--- config.mk ---
export PLATFORM = sky130hd
export DESIGN_NAME = imu_tra_isqrt
export DESIGN_NICKNAME = d
export VERILOG_FILES = /design/src/rtl/imu_tra_pkg.sv /design/src/rtl/imu_tra_isqrt.sv
export SDC_FILE = /design/constraint.sdc
export NUM_CORES = 1
export LEC_CHECK = 0
export BUFFER_PORTS_ARGS = -buffer_cell sky130_fd_sc_hd__buf_2
export CAP_MARGIN = 15
export CORE_MARGIN = 1.5
export CORE_UTILIZATION = 60
export DETAILED_ROUTE_END_ITERATION = 10
export PLACE_DENSITY = 0.82
export SKIP_CTS_REPAIR_TIMING = 1
export SLEW_MARGIN = 20
export SYNTH_ARGS = -nofsm -noshare
export SYNTH_HDL_FRONTEND = slang
export SYNTH_SLANG_ARGS = --single-unit
--- constraint.sdc ---
create_clock -name clk -period 15.35 [get_ports clk]
set_clock_uncertainty 0.05 [all_clocks]
set_input_delay 1.535 -clock clk [delete_from_list [all_inputs] [get_ports clk]]
set_output_delay 1.535 -clock clk [all_outputs]
set_load 0.05 [all_outputs]
--- src/rtl/imu_tra_pkg.sv ---
//------------------------------------------------------------------------------
// IMU tilt and rate accumulator package
// Shared types, register indexes, sequencer states and arithmetic helpers.
//------------------------------------------------------------------------------
`default_nettype none

package imu_tra_pkg;

  localparam int ATAN_ENTRIES  = 24;
  localparam int STEP_IDX_W    = 5;
  localparam int CORDIC_STEPS_DEF = 16;
  localparam int CFG_ADDR_W    = 2;
  localparam int CFG_DATA_W    = 15;
  localparam int RATE_W        = 19;
  localparam int TILT_W        = 17;

  typedef enum logic [CFG_ADDR_W-1:0] {
    REG_GYRO_BIAS_X = 2'd0,
    REG_GYRO_BIAS_Y = 2'd1,
    REG_GYRO_BIAS_Z = 2'd2
  } cfg_reg_t;

  typedef enum logic [2:0] {
    ST_IDLE,
    ST_SQ,
    ST_ROOT,
    ST_ROT,
    ST_DONE
  } seq_state_t;

  typedef struct packed {
    logic busy;
    logic done;
  } unit_stat_t;

  typedef struct packed {
    logic signed [15:0] acc_word0;
    logic signed [15:0] acc_word1;
    logic signed [15:0] acc_word2;
    logic signed [15:0] gyro_word0;
    logic signed [15:0] gyro_word1;
    logic signed [15:0] gyro_word2;
    logic               restart;
  } in_item_t;

  typedef struct packed {
    logic signed [31:0] x_tilt_total;
    logic signed [31:0] y_tilt_total;
    logic signed [39:0] x_rate_total;
    logic signed [39:0] y_rate_total;
    logic signed [39:0] z_rate_total;
    logic        [15:0] sample_total;
    logic               zero_vector;
  } out_item_t;

  // atan(2^-i) in degrees times 2^16.
  function automatic logic [21:0] atan_deg16(input logic [STEP_IDX_W-1:0] i);
    logic [21:0] v;
    unique case (i)
      5'd0:  v = 22'd2949120;
      5'd1:  v = 22'd1740967;
      5'd2:  v = 22'd919879;
      5'd3:  v = 22'd466945;
      5'd4:  v = 22'd234379;
      5'd5:  v = 22'd117304;
      5'd6:  v = 22'd58666;
      5'd7:  v = 22'd29335;
      5'd8:  v = 22'd14668;
      5'd9:  v = 22'd7334;
      5'd10: v = 22'd3667;
      5'd11: v = 22'd1833;
      5'd12: v = 22'd917;
      5'd13: v = 22'd458;
      5'd14: v = 22'd229;
      5'd15: v = 22'd115;
      5'd16: v = 22'd57;
      5'd17: v = 22'd29;
      5'd18: v = 22'd14;
      5'd19: v = 22'd7;
      5'd20: v = 22'd4;
      5'd21: v = 22'd2;
      5'd22: v = 22'd1;
      default: v = 22'd0;
    endcase
    return v;
  endfunction

  // floor((56*b + 12) / 25) for a remainder b below 25.
  function automatic logic [5:0] rate_frac(input logic [4:0] b);
    logic [5:0] v;
    unique case (b)
      5'd0:  v = 6'd0;   5'd1:  v = 6'd2;   5'd2:  v = 6'd4;   5'd3:  v = 6'd7;
      5'd4:  v = 6'd9;   5'd5:  v = 6'd11;  5'd6:  v = 6'd13;  5'd7:  v = 6'd16;
      5'd8:  v = 6'd18;  5'd9:  v = 6'd20;  5'd10: v = 6'd22;  5'd11: v = 6'd25;
      5'd12: v = 6'd27;  5'd13: v = 6'd29;  5'd14: v = 6'd31;  5'd15: v = 6'd34;
      5'd16: v = 6'd36;  5'd17: v = 6'd38;  5'd18: v = 6'd40;  5'd19: v = 6'd43;
      5'd20: v = 6'd45;  5'd21: v = 6'd47;  5'd22: v = 6'd49;  5'd23: v = 6'd52;
      5'd24: v = 6'd54;
      default: v = 6'd0;
    endcase
    return v;
  endfunction

  // round(raw * 56 / 25) minus bias, ties away from zero. The magnitude is
  // split as 25*a + b, with a from a reciprocal multiply that is exact below 2^16.
  function automatic logic signed [RATE_W-1:0] gyro_rate(
      input logic signed [15:0] raw, input logic signed [CFG_DATA_W-1:0] bias);
    logic [16:0] mag;
    logic [33:0] prod;
    logic [11:0] a;
    logic [16:0] a25;
    logic [4:0]  b;
    logic [16:0] q;
    logic signed [RATE_W-1:0] sq;
    mag  = raw[15] ? (17'd0 - {raw[15], raw}) : {1'b0, raw};
    prod = {17'd0, mag} * 34'd83887;
    a    = prod[32:21];
    a25  = {5'd0, a} * 17'd25;
    b    = 5'(mag - a25);
    q    = ({5'd0, a} * 17'd56) + {11'd0, rate_frac(b)};
    sq   = raw[15] ? -$signed({2'b00, q}) : $signed({2'b00, q});
    return sq - RATE_W'(bias);
  endfunction

endpackage

`default_nettype wire

--- src/rtl/imu_tra_isqrt.sv ---
//------------------------------------------------------------------------------
// Iterative integer square root
// Digit-by-digit root of a 32-bit operand, one bit pair per cycle.
//------------------------------------------------------------------------------
`default_nettype none

module imu_tra_isqrt (
  input  wire logic                    clk,
  input  wire logic                    rst_n,
  input  wire logic                    start,
  input  wire logic [31:0]             operand,
  output imu_tra_pkg::unit_stat_t      stat,
  output logic      [15:0]             root
);

  logic [31:0] n_r, n_nxt;
  logic [31:0] res_r, res_nxt;
  logic [3:0]  cnt_r, cnt_nxt;
  logic        busy_r, busy_nxt;
  logic        done_r, done_nxt;
  logic [31:0] bit_v;
  logic [32:0] trial;

  assign bit_v = 32'h4000_0000 >> {cnt_r, 1'b0};
  assign trial = {1'b0, res_r} + {1'b0, bit_v};

  always_comb begin
    n_nxt    = n_r;
    res_nxt  = res_r;
    cnt_nxt  = cnt_r;
    busy_nxt = busy_r;
    done_nxt = 1'b0;
    if (start) begin
      n_nxt    = operand;
      res_nxt  = '0;
      cnt_nxt  = '0;
      busy_nxt = 1'b1;
    end else if (busy_r) begin
      if ({1'b0, n_r} >= trial) begin
        n_nxt   = n_r - trial[31:0];
        res_nxt = (res_r >> 1) + bit_v;
      end else begin
        res_nxt = res_r >> 1;
      end
      cnt_nxt = cnt_r + 4'd1;
      if (cnt_r == 4'd15) begin
        busy_nxt = 1'b0;
        done_nxt = 1'b1;
      end
    end
  end

  always_ff @(posedge clk) begin
    if (!rst_n) begin
      busy_r <= 1'b0;
      done_r <= 1'b0;
      cnt_r  <= '0;
    end else begin
      busy_r <= busy_nxt;
      done_r <= done_nxt;
      cnt_r  <= cnt_nxt;
    end
    n_r   <= n_nxt;
    res_r <= res_nxt;
  end

  assign stat.busy = busy_r;
  assign stat.done = done_r;
  assign root      = res_r[15:0];

endmodule

`default_nettype wire

# [Word level (Yosys, flattened, before mapping)]
# Index checks and enable logic that the tools add are counted.
[word_totals] output_inout_bits=18 latch_bits=0 input_bits=35 regBits=70 memories=0 mem_bits_rw=0 wordCells=27 romBits=0
[op_classes] bitwise=2 mux=8 eq_ne=1 multipliers=0 reduce_logical=5 add_sub_neg=4 order_cmp=1 div_mod_pow=0 n_shift=1
[op_table] op="$mux W32" n=4
[op_table] op="$add A32 B32 Y33" n=1
[op_table] op="$ge A32 B33 Y1" n=1
[op_table] op="$add A31 B32 Y32" n=1
[op_table] op="$shr A31 B5 Y32 const A" n=1
[op_table] op="$sub A32 B32 Y32" n=1
[op_table] op="$add A4 B1 Y4 const B" n=1
[op_table] op="$eq A4 B4 Y1 const B" n=1
[op_table] op="$mux W1" n=4
[op_table] op="$reduce_bool A2 Y1" n=2
[op_table] op="$reduce_or A3 Y1" n=1
[op_table] op="$not A1 Y1" n=2
[op_table] op="$reduce_and A2 Y1" n=1
[op_table] op="$reduce_or A2 Y1" n=1

# [Logic depth before layout (Yosys ltp)]
[logic_depth] ltp_word=6 ltp_mapped=26

# [Least setup slack after synthesis]
# Ideal clock, no wire load.
[synth_timing] path_kind="flip-flop to flip-flop" from="register cnt_r[0]" to="register n_r[0] (enable)" t_required_ps=14912 setup_slack_ps=9616 setup_ps=388 arrival_ps=5296 path_stages_with_launch=22 path_buffers=1 cell_sequence="dfxtp_1 -> inv_1 -> ha_1 -> and3_1 -> ha_1 -> a31oi_1 -> o31ai_1 -> and2_1 -> a31o_2 -> a31oi_1 -> o21bai_1 -> a31oi_1 -> xor2_1 -> ha_1 -> nand3_2 -> or3_4 -> or4_4 -> nand3_2 -> o21ai_4 -> a21oi_4 -> buf_2 -> a21o_1"
[synth_between] elab_chain_cells=5
[synth_lines] item="from (decl)" line="imu_tra_isqrt.sv:18" text="logic [3:0] cnt_r, cnt_nxt;"
[synth_lines] item="from (signal assigned)" line="imu_tra_isqrt.sv:61" text="cnt_r <= cnt_nxt;"
[synth_lines] item="$shr A31 B5 Y32" line="imu_tra_isqrt.sv:24" text="assign bit_v = 32'h4000_0000 >> {cnt_r, 1'b0};"
[synth_lines] item="$add A32 B32 Y33" line="imu_tra_isqrt.sv:25" text="assign trial = {1'b0, res_r} + {1'b0, bit_v};"
[synth_lines] item="$ge A32 B33 Y1" line="imu_tra_isqrt.sv:39" text="if ({1'b0, n_r} >= trial) begin"
[synth_lines] item="$reduce_bool A2 Y1 (no source line)"
[synth_lines] item="$reduce_and A2 Y1 (no source line)"
[synth_lines] item="to (signal assigned)" line="imu_tra_isqrt.sv:63" text="n_r <= n_nxt;"
[synth_lines] item="to (decl)" line="imu_tra_isqrt.sv:16" text="logic [31:0] n_r, n_nxt;"
# No other way between the ends.
# A chain may end at the register's enable or synchronous reset.

# [Final worst setup path]
[layout_timing] from="register cnt_r[0]" to="register n_r[4] (enable)"
# Same word-level chain as after synthesis.

==> metrics.cfg <==
[flow_run]
max_cap_violations = 0

[critical_path]
arrival_ps = 6300
r2r_slack_ps = 8980
timing.critical_path.buf_inv = 2
worstPathRequired_ps = 15290
worstSetupPathType = reg2reg
critPathLaunchType = register
r2r_end = n_r[4]
critical_path.cell_chain = inv_1, ha_1, and3_1, ha_1, a31oi_1, o21ai_0, and2_1, a31o_2, a31oi_1, o21bai_1, a31oi_1, xor2_1, ha_1, nand3_2, or3_4, or4_4, nand3_2, o21ai_4, a21oi_4, a21o_1, buf_4
rr_worst_depth = 21
worst_path_largest_cell_delay_ps = 760
critical-path-slowest-cell = a21oi_4
cp_top_family = compound AO/OA/AOI/OAI gates
worst_r2r_startpoint = cnt_r[0]
worst_setup_path_end_kind = register
worstPathMaxFanout = 32

[timing]
worst_slack_ps = 8980
worst_pin_slew_ps = 910
fin_crit_ps = 6370
final-setup-viol-count = 0
finalHoldViolations = 0
rsz0062_at_grt = no
drv_slew = 0
tns_ps = 0
whs_ps = 482
fmax_mhz = 157
slew_headroom_pct = 39.2
finalCritPeriodShare_pct = 41.5

[logic_synthesis]
synth_edf_count = 32
syn-num-nets = 933
synth-adder-area-share_pct = 13.2
ys_ff_latch = 70
syn_area_per_cell_sq_um = 8.20
synth-compound-area-share_pct = 25.5
yosysWarnings = 0
synth_top_family_by_area = compound AO/OA/AOI/OAI gates
synthXorXnorAreaFrac_pct = 9.42
synthSimpleGateAreaFrac_pct = 18.3
syn_area_sq_mm = 0.00678
synth_cell_type_count = 72
yosysSeqAreaShare_pct = 25.4
synthArstFlopShare_pct = 0
synth_flop_cell = dfxtp_1
syn_inst = 827
synth.mux.area_fraction_pct = 2.90

[clock_network]
clk_latency_ps = 350
clockRootBuffer = clkbuf_16
cts_buffer_depth = 2
cts_tree = yes
cts_buffers = 9
htree_levels = 3
clock-sinks = 70
clkTransAtPathRegs_ps = 60

[worst_hold_path]
hp-start = res_r[0]
hold_depth = 2
hold_class = reg2reg
hold_end = res_r[0]

[drt]
wire_per_inst_um = 17.1
vias = 6306
drc = 0
viasPerCell = 6.37
drt_iter0_drc = 406
drt-total-wl_mm = 16.9
dr.pass1.iters = 5
final_antenna_net_count = 0

[floorplanning]
rows = 38
core_area_sq_mm = 0.0109
die_area_sq_mm = 0.0120
die_y_um = 109
die_w_um = 109
start_util_pct = 62.0
num_io_pins = 53

[placed_design]
place_inst = 975
port_buffers = 52
place_ws_ps = 9080
place_hpwl_mm = 12.6
gp_congestion = 0.920

[pwr]
p_leak_nw = 2.90
ir_drop_mv = 0.113
p_per_area_mw_per_mm2 = 141
total_power_mw = 1.02

[global_route]
grt.overflow.total = 0
antenna_found_initial = 0
grt_usage_pct = 30.0
grt_pass1_wl_mm = 28.1
grt_pass1_vias = 6066
grt_max_degree = 82

[finish]
final_common_cell = nand2_1
fin_cells = 990
fin_nets = 952
antenna-diode-count = 0
final_cell_mix = nand2_1 (98), o21ai_0 (77), ha_1 (70)
synthToLayoutAreaGrowth_pct = 6.79
layout-drive-gt1-share_pct = 11.2

[outcome]
status = finished, final reports clean

-- cells in the mapped netlist, types with 14 or more instances --
cell type  number  area share [%]
xor2_1         32             4.1
a31oi_1        19             1.8
xnor2_1        41             5.3
clkbuf_1       21             1.2
a21oi_1        44             3.2
o21ai_0        77             5.7
nand3_1        14             1.0
a211oi_1       17             1.9
edfxtp_1       32              14
a21o_1         15             1.7
dfxtp_1        38              11
and2_1         16             1.5
nand2_1        98             5.4
nor2_1         65             3.6
buf_4          20             2.2
mux2i_1        14             2.1
ha_1           70              13
inv_1          23             1.3
-- sequential cells by signal, indices dropped and copies added (netlist names) --
signal  cells
n_r        32
res_r      32
cnt_r       4
busy_r      1
done_r      1
-- worst max-delay path by stage --
stage | startpoint | end | cells past startpoint | slack (ps)
global route | cnt_r[0] | n_r[5] | 23 | 8500
global placement | cnt_r[0] | n_r[4] | 21 | 9310
detailed placement | cnt_r[0] | n_r[4] | 21 | 9080
floorplan | cnt_r[0] | n_r[0] | 21 | 9620
CTS | cnt_r[0] | n_r[24] | 21 | 9020
finish | cnt_r[0] | n_r[4] | 21 | 8980
-- layout make-up --
class | count | area (sq um)
clock inverter | 1 | 5.00
tap | 140 | 175
inverter | 23 | 86.3
fill | 895 | 3690
multi-input combinational | 686 | 4700
sequential | 70 | 1720
timing repair buffer | 56 | 290
clock buffer | 14 | 264
-- tightest hold or removal path: stages (launching register included) --
cell	delay, ps
dfxtp_1	330
nor2_1	100
a311oi_1	50
-- through the flow --
stage / utilization, % / instance area, sq um
after floorplan: - / 6780
after detailed placement: 63.8 / 6980
after CTS: 66.2 / 7240
final: 66.2 / 7240
after global routing: 66.2 / 7240
after global placement: 63.8 / 6980
-- per-layer routing --
| layer | global-route usage, % | wire length (um) |
|---|---|---|
| met4 | 12.2 | 502 |
| met3 | 7.23 | 1080 |
| met2 | 50.3 | 8030 |
| met1 | 36.9 | 7320 |
| met5 | 0 | 0 |
-- power by group --
part           total [mW]  internal (mW)  switching, mW
sequential          0.281          0.252         0.0288
combinational       0.544          0.216          0.328
clock               0.199          0.117         0.0819
total                1.02          0.585          0.439
-- kinds of logic after synthesis --
kind of cell / Yosys count
fa+ha+maj: 71
simple gates: 263
xor+xnor: 73
mux: 19
flops: 70
buf+inv: 71
compound gates: 260
Note: power is estimated with default switching activity, not from simulation.
