<file path="src/rtl/imu_tra_pkg.sv">
//------------------------------------------------------------------------------
// IMU tilt and rate accumulator package
// Shared types, register indexes, sequencer states and arithmetic helpers.
//------------------------------------------------------------------------------
`default_nettype none

package imu_tra_pkg;

  localparam int ATAN_ENTRIES  = 24;
  localparam int STEP_IDX_W    = 5;
  localparam int CORDIC_STEPS_DEF = 16;
  localparam int CFG_ADDR_W    = 2;
  localparam int CFG_DATA_W    = 15;
  localparam int RATE_W        = 19;
  localparam int TILT_W        = 17;

  typedef enum logic [CFG_ADDR_W-1:0] {
    REG_GYRO_BIAS_X = 2'd0,
    REG_GYRO_BIAS_Y = 2'd1,
    REG_GYRO_BIAS_Z = 2'd2
  } cfg_reg_t;

  typedef enum logic [2:0] {
    ST_IDLE,
    ST_SQ,
    ST_ROOT,
    ST_ROT,
    ST_DONE
  } seq_state_t;

  typedef struct packed {
    logic busy;
    logic done;
  } unit_stat_t;

  typedef struct packed {
    logic signed [15:0] acc_word0;
    logic signed [15:0] acc_word1;
    logic signed [15:0] acc_word2;
    logic signed [15:0] gyro_word0;
    logic signed [15:0] gyro_word1;
    logic signed [15:0] gyro_word2;
    logic               restart;
  } in_item_t;

  typedef struct packed {
    logic signed [31:0] x_tilt_total;
    logic signed [31:0] y_tilt_total;
    logic signed [39:0] x_rate_total;
    logic signed [39:0] y_rate_total;
    logic signed [39:0] z_rate_total;
    logic        [15:0] sample_total;
    logic               zero_vector;
  } out_item_t;

  // atan(2^-i) in degrees times 2^16.
  function automatic logic [21:0] atan_deg16(input logic [STEP_IDX_W-1:0] i);
    logic [21:0] v;
    unique case (i)
      5'd0:  v = 22'd2949120;
      5'd1:  v = 22'd1740967;
      5'd2:  v = 22'd919879;
      5'd3:  v = 22'd466945;
      5'd4:  v = 22'd234379;
      5'd5:  v = 22'd117304;
      5'd6:  v = 22'd58666;
      5'd7:  v = 22'd29335;
      5'd8:  v = 22'd14668;
      5'd9:  v = 22'd7334;
      5'd10: v = 22'd3667;
      5'd11: v = 22'd1833;
      5'd12: v = 22'd917;
      5'd13: v = 22'd458;
      5'd14: v = 22'd229;
      5'd15: v = 22'd115;
      5'd16: v = 22'd57;
      5'd17: v = 22'd29;
      5'd18: v = 22'd14;
      5'd19: v = 22'd7;
      5'd20: v = 22'd4;
      5'd21: v = 22'd2;
      5'd22: v = 22'd1;
      default: v = 22'd0;
    endcase
    return v;
  endfunction

  // floor((56*b + 12) / 25) for a remainder b below 25.
  function automatic logic [5:0] rate_frac(input logic [4:0] b);
    logic [5:0] v;
    unique case (b)
      5'd0:  v = 6'd0;   5'd1:  v = 6'd2;   5'd2:  v = 6'd4;   5'd3:  v = 6'd7;
      5'd4:  v = 6'd9;   5'd5:  v = 6'd11;  5'd6:  v = 6'd13;  5'd7:  v = 6'd16;
      5'd8:  v = 6'd18;  5'd9:  v = 6'd20;  5'd10: v = 6'd22;  5'd11: v = 6'd25;
      5'd12: v = 6'd27;  5'd13: v = 6'd29;  5'd14: v = 6'd31;  5'd15: v = 6'd34;
      5'd16: v = 6'd36;  5'd17: v = 6'd38;  5'd18: v = 6'd40;  5'd19: v = 6'd43;
      5'd20: v = 6'd45;  5'd21: v = 6'd47;  5'd22: v = 6'd49;  5'd23: v = 6'd52;
      5'd24: v = 6'd54;
      default: v = 6'd0;
    endcase
    return v;
  endfunction

  // round(raw * 56 / 25) minus bias, ties away from zero. The magnitude is
  // split as 25*a + b, with a from a reciprocal multiply that is exact below 2^16.
  function automatic logic signed [RATE_W-1:0] gyro_rate(
      input logic signed [15:0] raw, input logic signed [CFG_DATA_W-1:0] bias);
    logic [16:0] mag;
    logic [33:0] prod;
    logic [11:0] a;
    logic [16:0] a25;
    logic [4:0]  b;
    logic [16:0] q;
    logic signed [RATE_W-1:0] sq;
    mag  = raw[15] ? (17'd0 - {raw[15], raw}) : {1'b0, raw};
    prod = {17'd0, mag} * 34'd83887;
    a    = prod[32:21];
    a25  = {5'd0, a} * 17'd25;
    b    = 5'(mag - a25);
    q    = ({5'd0, a} * 17'd56) + {11'd0, rate_frac(b)};
    sq   = raw[15] ? -$signed({2'b00, q}) : $signed({2'b00, q});
    return sq - RATE_W'(bias);
  endfunction

endpackage

`default_nettype wire

</file>
<file path="src/rtl/imu_tra_cordic.sv">
//------------------------------------------------------------------------------
// Iterative vectoring CORDIC
// Rotates (radius, axis) onto the x axis and returns the angle in Q.8 degrees.
//------------------------------------------------------------------------------
`default_nettype none

module imu_tra_cordic #(
  parameter int CORDIC_STEPS = imu_tra_pkg::CORDIC_STEPS_DEF
) (
  input  wire logic                    clk,
  input  wire logic                    rst_n,
  input  wire logic                    start,
  input  wire logic        [15:0]      radius,
  input  wire logic signed [15:0]      axis,
  output imu_tra_pkg::unit_stat_t      stat,
  output logic signed [imu_tra_pkg::TILT_W-1:0] angle_q8
);

  localparam int EFF_STEPS = (CORDIC_STEPS < imu_tra_pkg::ATAN_ENTRIES) ?
                             CORDIC_STEPS : imu_tra_pkg::ATAN_ENTRIES;
  localparam logic [imu_tra_pkg::STEP_IDX_W-1:0] LAST_IDX =
      imu_tra_pkg::STEP_IDX_W'(EFF_STEPS - 1);

  logic signed [33:0] x_r, x_nxt, y_r, y_nxt;
  logic signed [24:0] z_r, z_nxt;
  logic [imu_tra_pkg::STEP_IDX_W-1:0] i_r, i_nxt;
  logic busy_r, busy_nxt, done_r, done_nxt;
  logic signed [33:0] dx, dy;
  logic signed [24:0] ang;
  logic        [24:0] zmag, zrnd;

  assign dx  = y_r >>> i_r;
  assign dy  = x_r >>> i_r;
  assign ang = $signed({3'b000, imu_tra_pkg::atan_deg16(i_r)});

  always_comb begin
    x_nxt    = x_r;
    y_nxt    = y_r;
    z_nxt    = z_r;
    i_nxt    = i_r;
    busy_nxt = busy_r;
    done_nxt = 1'b0;
    if (start) begin
      x_nxt    = $signed({4'b0000, radius, 14'd0});
      y_nxt    = $signed({{4{axis[15]}}, axis, 14'd0});
      z_nxt    = '0;
      i_nxt    = '0;
      busy_nxt = 1'b1;
    end else if (busy_r) begin
      if (!y_r[33]) begin
        x_nxt = x_r + dx;
        y_nxt = y_r - dy;
        z_nxt = z_r + ang;
      end else begin
        x_nxt = x_r - dx;
        y_nxt = y_r + dy;
        z_nxt = z_r - ang;
      end
      i_nxt = i_r + 1'b1;
      if (i_r == LAST_IDX) begin
        busy_nxt = 1'b0;
        done_nxt = 1'b1;
      end
    end
  end

  always_ff @(posedge clk) begin
    if (!rst_n) begin
      busy_r <= 1'b0;
      done_r <= 1'b0;
      i_r    <= '0;
    end else begin
      busy_r <= busy_nxt;
      done_r <= done_nxt;
      i_r    <= i_nxt;
    end
    x_r <= x_nxt;
    y_r <= y_nxt;
    z_r <= z_nxt;
  end

  // Round to 1/256 degree, ties away from zero.
  assign zmag = z_r[24] ? 25'(-z_r) : 25'(z_r);
  assign zrnd = (zmag + 25'd128) >> 8;
  assign angle_q8 = z_r[24] ? -$signed(zrnd[imu_tra_pkg::TILT_W-1:0])
                            : $signed(zrnd[imu_tra_pkg::TILT_W-1:0]);

  assign stat.busy = busy_r;
  assign stat.done = done_r;

endmodule

`default_nettype wire

</file>
<file path="config.mk">
export PLATFORM = sky130hd
export DESIGN_NAME = imu_tra_cordic
export DESIGN_NICKNAME = d
export VERILOG_FILES = /design/src/rtl/imu_tra_pkg.sv /design/src/rtl/imu_tra_cordic.sv
export SDC_FILE = /design/constraint.sdc
export NUM_CORES = 1
export LEC_CHECK = 0
export BUFFER_PORTS_ARGS = -buffer_cell sky130_fd_sc_hd__buf_2
export CAP_MARGIN = 5
export CORE_ASPECT_RATIO = 1.5
export CORE_MARGIN = 2
export CORE_UTILIZATION = 55
export DETAILED_ROUTE_END_ITERATION = 8
export HOLD_SLACK_MARGIN = 0.03
export PLACE_DENSITY = 0.84
export SYNTH_ARGS = -nofsm -noshare
export SYNTH_HDL_FRONTEND = slang
export SYNTH_SLANG_ARGS = --single-unit
</file>
<file path="constraint.sdc">
create_clock -name clk -period 17.5 [get_ports clk]
set_clock_uncertainty 0.1 [all_clocks]
set_input_delay 2.625 -clock clk [delete_from_list [all_inputs] [get_ports clk]]
set_output_delay 2.625 -clock clk [all_outputs]
set_load 0.05 [all_outputs]
</file>
-- Word level (Yosys, flattened, before mapping)
Memories as Yosys holds them, arrays and structs flattened. A register that Yosys moved wholly into a read port is not among the register bits.
Cells that the tools add are included.
- memories: 1
- output and inout bits: 19
- logic and storage cells: 42
- ROM bits: 704
- bits of input ports: 35
- register bits: 100
- memory list (name ; words ; width ; read ports ; clocked after Yosys merged registers in ; wr ports ; RTL line ; text):
    (no name shown) ; 32 ; 22 ; 1 ; 1 ; 0 ; imu_tra_pkg.sv:59 ; unique case (i)
- shifts and indexed selects: 2
- muxes and demuxes: 15
- reduce and logical (&&, ||, !) cells: 3
- bitwise operators: 2
- equal/unequal tests: 1
- add/sub/neg operators: 10
- operators by type and width (operator ; number):
    $mux W34 ; 4
    $add A34 B34 Y34 ; 2
    $sshr A34 B5 Y34 ; 2
    $sub A34 B34 Y34 ; 2
    $mux W30 ; 2
    $mux W25 ; 2
    $add A25 B23 Y25 ; 1
    $add A25 B8 Y25 const B ; 1
    $neg A25 Y25 ; 1
    $sub A25 B23 Y25 ; 1
    $mux W17 ; 1
    $neg A17 Y17 ; 1
    $mux W5 ; 2
    $add A5 B1 Y5 const B ; 1
    $eq A5 B4 Y1 const B ; 1
    $mux W1 ; 4
    $reduce_or A3 Y1 ; 1
    $not A1 Y1 ; 2
    $reduce_bool A2 Y1 ; 1
    $reduce_or A2 Y1 ; 1

-- Logic depth before layout (Yosys ltp)
- depth after elaboration: 5
- depth in mapped cells: 31
- gate-level depth less buffers: 25

-- Worst setup path after synthesis
No wires, ideal clock.
- path type: reg-to-output
- start point: register z_r[24]
- end point: output angle_q8[12] (netlist name)
- path buffers: 4
- required time: 14775 ps
- arrival: 5066 ps
- cell stages (with the launch flop): 18
- setup slack: 9709 ps
- cells stage by stage: dfxtp_1 -> clkbuf_1 -> clkbuf_1 -> clkbuf_1 -> clkbuf_1 -> nand2_1 -> xnor2_1 -> ha_1 -> a211o_1 -> o311ai_0 -> o21ai_0 -> xor2_1 -> a211oi_1 -> mux2i_1 -> or4b_1 -> or3_1 -> o311ai_1 -> xor2_1
- cells in the longest elaborated chain, start to end: 4
- ends and longest elaborated chain (element ; RTL line ; text):
    from (decl) ; imu_tra_cordic.sv:25 ; logic signed [24:0] z_r, z_nxt;
    from (signal assigned) ; imu_tra_cordic.sv:79 ; z_r <= z_nxt;
    $mux W25 ; imu_tra_cordic.sv:83 ; assign zmag = z_r[24] ? 25'(-z_r) : 25'(z_r);
    $add A25 B8 Y25 ; imu_tra_cordic.sv:84 ; assign zrnd = (zmag + 25'd128) >> 8;
    $neg A17 Y17 ; imu_tra_cordic.sv:85 ; assign angle_q8 = z_r[24] ? -$signed(zrnd[imu_tra_pkg::TILT_W-1:0])
    $mux W17 (*) ; imu_tra_cordic.sv:85 ;
    to (decl) ; imu_tra_cordic.sv:16 ; output logic signed [imu_tra_pkg::TILT_W-1:0] angle_q8
Every way passes the cells marked *; elsewhere a longest branch is shown, timed or not.

-- Final worst setup path
Ends and elaborated chain as after synthesis.

==> flow_summary.json <==
{
  "status": "completed",
  "drv_cap": 0,
  "multi_input_area_sq_um": 13900,
  "critical_path_class": "register to output port",
  "track_usage": 0.372,
  "synth_cell_types": 103,
  "p_per_area_nw_per_um2": 165,
  "synthArstFlopShare": 0,
  "grt_pass1_vias": 17424,
  "cp_data_required_time_ns": 14.78,
  "r2r_start": "i_r[1]",
  "clock.fmax_mhz": 125,
  "rsz0062_at_grt": "false",
  "relSlewSlack": 0.209,
  "nNetsFinal": 2284,
  "synth-seq-area-share": 0.159,
  "fp.dieW_microns": 150,
  "startpoint": "z_r[24]",
  "port_buffers": 53,
  "syn_inst": 2186,
  "first_pass_iters": 7,
  "cts_setup_buffers": 0,
  "clock-sinks": 122,
  "drtAntennaViolNets": 0,
  "seq_area_sq_um": 2820,
  "endpoint_kind": "output port",
  "ys.flop_type": "dfxtp_1",
  "drt-initial-drc-count": 1888,
  "r2r_setup_slack_ns": 9.73,
  "synth.area.top_cells": "dfxtp_1, mux4_2, ha_1",
  "wire_per_inst_microns": 24.3,
  "vdd_drop_max_mv": 0.0848,
  "synth_fp_nets": 2328,
  "critPathSlowestCell": "or4b_1",
  "grt_pass1_wl_mm": 96.0,
  "ys_warn_count": 0,
  "grt_max_degree": 75,
  "h-tree-depth": 4,
  "row_count": 80,
  "wirelength_mm": 62.3,
  "fin_util": 0.583,
  "antenna_found_initial": 3,
  "fillCellCount": 2840,
  "ctsLongestPathBuffers": 2,
  "overflow": 0,
  "initial_core_util": 0.556,
  "cp_num_cells": 16,
  "clock_latency_ns": 0.45,
  "cts_resized": 0,
  "worstMarginPinSlew_ns": 1.16,
  "vias": 17987,
  "ctsHoldBuffers": 0,
  "ys_seq_elements": 122,
  "synth_top_area_cell": "dfxtp_1",
  "globalplace.congestion": 1.12,
  "rr_worst_depth": 20,
  "hold_viol": 0,
  "cts_tree": "done",
  "cts-root-buf": "clkbuf_16",
  "setup_tns_ns": 0,
  "setup_viol": 0,
  "slew_violations": 0,
  "synth_top_area_frac": 0.0976,
  "viasPerCell": 7.01,
  "crit_fanout": 42,
  "path_cells": "buf_4, inv_1, a21oi_1, xor2_1, ha_1, inv_1, o31ai_1, a311oi_1, nand2b_2, mux2i_1, o31a_1, or4b_1, or3_1, o311ai_1, xor2_1, buf_2",
  "drc": 0,
  "clkSlewWorstSetupHoldPaths_ns": 0.07,
  "hp-start": "z_r[0]",
  "chipHeight_microns": 223,
  "path_delay_family": "compound AO/OA/AOI/OAI gates",
  "core_sq_um": 31700,
  "die_area_sq_um": 33600,
  "hold_depth": 2,
  "path_buf_inv": 4,
  "syn_area_sq_um": 17600,
  "cts_made_buffers": 17,
  "io_pins": 54,
  "dp_hpwl_mm": 45.4,
  "p_leak_nw": 7.31,
  "period_minus_slack_ns": 7.97,
  "critPathLaunchType": "register",
  "area_growth_pct": 4.76,
  "avgSynthCellArea_sq_um": 8.07,
  "reg2reg_to": "y_r[33]",
  "hold_slack_ns": 0.425,
  "hold_class": "register to register",
  "synth_edf_count": 36,
  "worstPathArrival_ns": 5.24,
  "endpoint": "angle_q8[12]",
  "period_share": 0.455,
  "cp_slowest_stage_delay_ns": 0.55,
  "drive_above_1_share": 0.120
}
## cell type report
| type | instances | area share |
|---|---|---|
| tap | 410 | 0.0278 |
| clock inverter | 11 | 0.00454 |
| antenna | 2 | 0.000271 |
| sequential | 122 | 0.152 |
| timing repair buffer | 77 | 0.0242 |
| inverter | 55 | 0.0112 |
| clock buffer | 20 | 0.0259 |
| multi-input combinational | 1869 | 0.754 |
## stage by stage
step	power [mW]	instances	worst slack, ns	area [sq um]
6_report	3.06	2566	9.53	18500
5_1_grt	3.26	2564	9.13	18500
4_1_cts	2.99	2564	9.55	18500
3_5_place_dp	2.63	2533	9.93	17900
3_3_place_gp	2.56	2533	10.08	17900
2_1_floorplan	2.15	2186	9.71	17600
## state kept, by name, summed over array words and instances, names as in the netlist
register  flops
ang          22
busy_r        1
done_r        1
i_r           5
x_r          34
y_r          34
z_r          25
## worst min path at each step
stage	to	slack, ns
final	z_r[0]	0.42
after global routing	z_r[0]	0.45
after CTS	z_r[0]	0.42
after detailed placement	x_r[0]	0.41
after global placement	x_r[0]	0.39
after floorplan	x_r[0]	0.37
## worst reg2reg max path: cells and delay by family, from the launching register on
kind	cells	cell delay [ns]
DFF	1	0.95
xor gates and xnor gates	2	0.35
buffers and inverters	1	0.93
adders and majority gates	1	0.40
muxes	1	0.34
and+or+nand+nor	6	1.43
AOI/OAI and AO/OA	9	3.05
## layout by cell type (no fill, tap or decap), types with 25 or more instances in the layout
| master | netlist | routed |
|---|---|---|
| nand2b_1 | 30 | 30 |
| edfxtp_1 | 36 | 36 |
| mux4_2 | 68 | 68 |
| a21o_1 | 47 | 47 |
| nand3_1 | 40 | 40 |
| a21oi_1 | 148 | 148 |
| buf_4 | 11 | 25 |
| dfxtp_1 | 86 | 80 |
| nand2_1 | 214 | 214 |
| o21ai_0 | 151 | 151 |
| nor2_1 | 213 | 213 |
| mux2_2 | 36 | 36 |
| buf_2 | 26 | 52 |
| mux2i_1 | 118 | 118 |
| inv_1 | 52 | 52 |
| xnor2_1 | 127 | 127 |
| ha_1 | 104 | 104 |
| nor3_1 | 43 | 43 |
| xor2_1 | 65 | 65 |
| a31oi_1 | 34 | 34 |
| a211oi_1 | 37 | 36 |
| o22ai_1 | 27 | 27 |
| o211ai_1 | 26 | 26 |
## kinds of logic after synthesis
| kind of cell | count (synthesis) | synth area share |
|---|---|---|
| simple gates | 691 | 0.189 |
| compound gates | 644 | 0.237 |
| mux | 234 | 0.190 |
| buf+inv | 195 | 0.0518 |
| xor+xnor | 193 | 0.0962 |
| flops | 122 | 0.159 |
| fa+ha+maj | 107 | 0.0772 |
## per-layer routing
metal  GRT usage  vias to the layer above  wire length, microns
met1       0.407                     8486                 21500
met4       0.282                        6                  5650
li1            -                     8100                     -
met3      0.0806                      349                  5760
met2       0.620                     1046                 29300
met5           0                        -                    48
## report_power, final
group,internal [mW],switching (mW)
Combinational,0.888,1.29
Sequential,0.363,0.159
Clock,0.198,0.154
## synth_stat cells, drive strengths merged (47+ instances only)
master / instances
clkbuf: 83
inv: 52
nand2: 214
ha: 104
xnor2: 127
o21ai: 154
a21o: 47
mux2i: 119
dfxtp: 86
xor2: 66
mux4: 74
a21oi: 148
nor2: 213
buf: 57
Note: power is estimated with default switching activity, not from simulation.
